**src/rtl/set_assoc_lru_tag_store_assert.svh**
```systemverilog
// ----------------------------------------------------------------------------
// Assertion macros for the set-associative LRU tag store
// Shared property wrappers, clocked and reset-qualified.
// ----------------------------------------------------------------------------
`ifndef SET_ASSOC_LRU_TAG_STORE_ASSERT_SVH
`define SET_ASSOC_LRU_TAG_STORE_ASSERT_SVH

// Check a condition at every clock edge outside reset.
`define SALTS_ASSERT(label, clk, rstn, prop, msg) \
    label: assert property (@(posedge clk) disable iff (!rstn) (prop)) else $error(msg);

// Check that a condition in one cycle implies another in the next cycle.
`define SALTS_ASSERT_NEXT(label, clk, rstn, pre, post, msg) \
    label: assert property (@(posedge clk) disable iff (!rstn) (pre) |=> (post)) else $error(msg);

`endif

```
**src/rtl/salts_row_update.sv**
```systemverilog
// ----------------------------------------------------------------------------
// salts_row_update
// Tag compare, victim choice and LRU rank aging for one set row.
// ----------------------------------------------------------------------------
`timescale 1ns / 1ps

module salts_row_update #(
    parameter int WAYS   = 4,
    parameter int RANK_W = 2,
    parameter int TAG_W  = 20,
    parameter int WAY_W  = 2
) (
    input  logic [WAYS-1:0]        row_valid,
    input  logic [WAYS*RANK_W-1:0] row_rank,
    input  logic [WAYS*TAG_W-1:0]  row_tag,
    input  logic [TAG_W-1:0]       tag,
    output logic [WAYS-1:0]        new_valid,
    output logic [WAYS*RANK_W-1:0] new_rank,
    output logic [WAYS*TAG_W-1:0]  new_tag,
    output logic                   hit,
    output logic [WAY_W-1:0]       way
);

    logic [RANK_W-1:0] rank_arr [WAYS];
    logic [TAG_W-1:0]  tag_arr  [WAYS];
    logic [WAYS-1:0]   hit_vec;
    logic [WAYS-1:0]   lru_vec;
    logic              any_inv;
    logic [WAY_W-1:0]  hit_way;
    logic [WAY_W-1:0]  inv_way;
    logic [WAY_W-1:0]  lru_way;
    logic [RANK_W:0]   old_rank;

    always_comb begin
        for (int k = 0; k < WAYS; k++) begin
            rank_arr[k] = row_rank[k*RANK_W +: RANK_W];
            tag_arr[k]  = row_tag[k*TAG_W +: TAG_W];
            hit_vec[k]  = row_valid[k] && (tag_arr[k] == tag);
            lru_vec[k]  = (rank_arr[k] == RANK_W'(WAYS - 1));
        end
        any_inv = ~&row_valid;
        hit     = |hit_vec;
    end

    // lowest-numbered match wins
    always_comb begin
        hit_way = '0;
        inv_way = '0;
        lru_way = '0;
        for (int k = WAYS - 1; k >= 0; k--) begin
            if (hit_vec[k]) begin
                hit_way = WAY_W'(k);
            end
            if (!row_valid[k]) begin
                inv_way = WAY_W'(k);
            end
            if (lru_vec[k]) begin
                lru_way = WAY_W'(k);
            end
        end
    end

    always_comb begin
        if (hit) begin
            way = hit_way;
        end else if (any_inv) begin
            way = inv_way;
        end else begin
            way = lru_way;
        end

        if (!hit && any_inv) begin
            old_rank = (RANK_W + 1)'(WAYS);
        end else begin
            old_rank = {1'b0, rank_arr[way]};
        end

        for (int k = 0; k < WAYS; k++) begin
            new_valid[k]                  = row_valid[k];
            new_tag[k*TAG_W +: TAG_W]     = tag_arr[k];
            new_rank[k*RANK_W +: RANK_W]  = rank_arr[k];
            if (WAY_W'(k) == way) begin
                new_valid[k]                 = 1'b1;
                new_tag[k*TAG_W +: TAG_W]    = tag;
                new_rank[k*RANK_W +: RANK_W] = '0;
            end else if (row_valid[k] && ({1'b0, rank_arr[k]} < old_rank)) begin
                new_rank[k*RANK_W +: RANK_W] = rank_arr[k] + RANK_W'(1);
            end
        end
    end

endmodule
```
**config.mk**
```make
export PLATFORM = sky130hd
export DESIGN_NAME = salts_row_update
export DESIGN_NICKNAME = d
export VERILOG_FILES = /design/src/rtl/set_assoc_lru_tag_store_assert.svh /design/src/rtl/salts_row_update.sv
export SDC_FILE = /design/constraint.sdc
export NUM_CORES = 1
export LEC_CHECK = 0
export BUFFER_PORTS_ARGS = -buffer_cell sky130_fd_sc_hd__buf_2
export CAP_MARGIN = 20
export CORE_MARGIN = 2
export CORE_UTILIZATION = 30
export DETAILED_ROUTE_END_ITERATION = 16
export GPL_TIMING_DRIVEN = 0
export SYNTH_ARGS = -nofsm -noshare
export SYNTH_HDL_FRONTEND = slang
export SYNTH_SLANG_ARGS = --single-unit
export TNS_END_PERCENT = 5
```
**constraint.sdc**
```tcl
create_clock -name vclk -period 3
set_input_delay 0.15 -clock vclk [all_inputs]
set_output_delay 0.15 -clock vclk [all_outputs]
set_load 0.02 [all_outputs]
```
==> summary.md <==
| Metric | Value |
|---|---|
| Initial drt markers | ~130 |
| Pre-antenna DRT Iters | 4 |
| Worst hold margin | between 0.6 and 0.7 ns |
| Startpoint types | primary input |
| Global route total overflow | 0 |
| Pre-CTS WS | -0.789 ns |
| Seq/Total Area, Yosys | 0% |
| Final antenna-violating net count | 0 |
| NetSw | between 500 and 600 µW |
| Worst-Margin Slew | 0.555 ns |
| Comb pwr share | 100.0% |
| IO Port Bufs | 185 |
| WP data arrival | ~3.2 ns |
| Power Density | 193 mW/mm² |
| Nets@finish | slightly above 700 |
| Sw frac | a little under three fifths |
| Synth cell types | 55 |
| Final worst slack | -0.323 ns |
| Row count | 35 |
| # placed instances | approximately 690 |
| CP endpoint kind | output pin |
| Crit path kind | in -> out |
| Syn Area/Cell | 7.75 µm² |
| Relative slew slack | roughly 63% |
| Sequential Power Share | 0% |
| Hold-fix buffers, CTS | 0 |
| Hold Path Class | in -> out |
| Routed wire per std cell | 18.1 µm |
| Number of fill cells in the layout | between 900 and 1000 |
| Cell Count, Final, Fillers Out | 729 |
| Data required time of the worst path | 2.85 ns |
| First-pass GRT wire length | about 19000 µm |
| Syn Nets | approximately 490 |
| Placed instance area | a little over 0.004 mm² |
| Highest clock rate | ~300 MHz |
| Initial antenna violation count | 1 |
| WL final | 13200 µm |
| Max_cap viols | 0 |
| Avg Vias per Cell | 5.05 |
| Total negative setup slack | -2.28 ns |
| Overall Global Routing Usage | between 20% and 30% |
| Critical path peak fanout | 8 |
| Via Count | 3679 |
| Mapped cell area | approximately 0.0029 mm² |
| VDD IR max | 0.122 mV |
| Post-synthesis cell count | ~370 |
| Tmin final | 3.32 ns |
| Ant. Diodes | 0 |
| Layout cells sized above 1 | a little under two thirds |
| CLK BUF | 0 |
| Final Setup Violations | 9 |
| Die X-Extent | just over 100 µm |
| Die area | 0.0104 mm² |
| IO Count | between 200 and 250 |
| FF/Latch Area | 0 µm² |
| Clock power share | 0% |
| Hold Fails Final Rpt | 0 |
| Post-route DRC violation count | 0 |
| Die height | a little over 100 µm |
| Routability congestion estimate | 0.842 |
| Area contributors post-synth | mux2_2 22%, xnor2_1 18%, nand2_1 9.7% |
| Vias in the first global route | approximately 3600 |
| Largest net degree at the start of global routing | 11 |
| P&R area growth vs syn | 69.0% |
| Pins Over Slew Limit | 0 |
| Unrepaired setup endpoints after global routing | yes |
| Status | finished, violations left |
| Cell with the most instances after synthesis | nand2_1 |
| Synth warnings | 0 |
| Internal power | slightly above 400 µW |
| Core region area | approximately 0.0093 mm² |
| Cell taking the most area after synthesis | mux2_2 |
| Failing checks | negative setup slack |
| Leak Pwr | roughly 0.0024 µW |
| Most frequent cells after synthesis | 75 x nand2_1, 59 x xnor2_1, 57 x mux2_2 |
| Period utilization | 111% |
| Area share of the largest cell type after synthesis | between 20% and 30% |
| Initial Utilization | 31.1% |
| Finished Cell Area | approximately 0.005 mm² |
| Dpl hpwl | between 10000 and 15000 µm |
| Count of flip-flops and latches | 0 |
-- power by group through the flow --
stage	registers (µW)	logic [µW]	clock network [µW]
2_1_floorplan	0	553	0
3_3_place_gp	0	831	0
5_1_grt	0	1000	0
3_5_place_dp	0	837	0
6_report	0	942	0
4_1_cts	0	912	0
-- layout by cell type, fill, tap and decap left out, types with 5 or more instances in the layout --
cell	netlist	routed
clkbuf_1	5	5
inv_1	9	7
nand4_1	24	24
xnor2_4	1	6
mux2_2	57	57
buf_8	0	6
xor2_1	14	12
buf_4	2	36
buf_6	10	26
nor2_1	11	11
xnor2_2	6	30
ha_1	8	6
nand2_1	75	73
nand3_1	10	10
xnor2_1	59	30
buf_2	14	181
-- logic make-up after synthesis --
logic type               after synthesis  synth area share (%)
buffers and inverters                 41                  8.83
adder cells (fa/ha/maj)                8                  3.46
AND/OR/NAND/NOR                      154                  26.8
AO/OA/AOI/OAI                         27                  10.0
XOR/XNOR                              80                  26.5
multiplexers                          63                  24.4
-- worst max-delay path, cell delays in order --
cell and delay [ns]:
buf_8 0.13, xnor2_2 0.18, nand4_1 0.13, nor4_2 0.33, nand4_2 0.19, a21oi_2 0.20
o21a_4 0.18, nand2_1 0.06, o211ai_1 0.09, nand3b_1 0.21, buf_4 0.21, ha_4 0.26
nor2_1 0.05, o21a_1 0.18, or3_1 0.31, and3_4 0.18, buf_6 0.12
-- path summary, 6_finish.rpt --
check         from  cells after the start          end  slack [ns]
min    row_tag[19]                      4  new_tag[19]        0.63
max         tag[7]                     17  new_rank[6]       -0.32
-- per-layer routing --
metal	vias up	wire [µm]	GRT usage (%)
met2	162	6880	43.4
met5	-	15	0
met4	2	317	7.59
li1	1773	-	-
met3	26	810	3.08
met1	1716	5200	27.5
-- final cells by class --
class	instances	area [µm²]	area share, %
buffer	32	320	6.56
timing repair buffer	227	1320	27.0
multi-input combinational	332	3050	62.5
tap	129	161	3.30
inverter	9	33.8	0.691
-- timing repair --
item,in CTS,in global routing
resized for setup,84,18
pin swaps,29,9
endpoints found under the setup margin,28,45
setup buffers,37,5
-- per-stage QoR --
step,utilization [%],total power [µW]
final,52.6,942
after global routing,52.6,1000
after CTS,51.0,912
after detailed placement,43.5,837
after global placement,43.5,831
after floorplan,-,553
(Power assumes the default switching activity.)
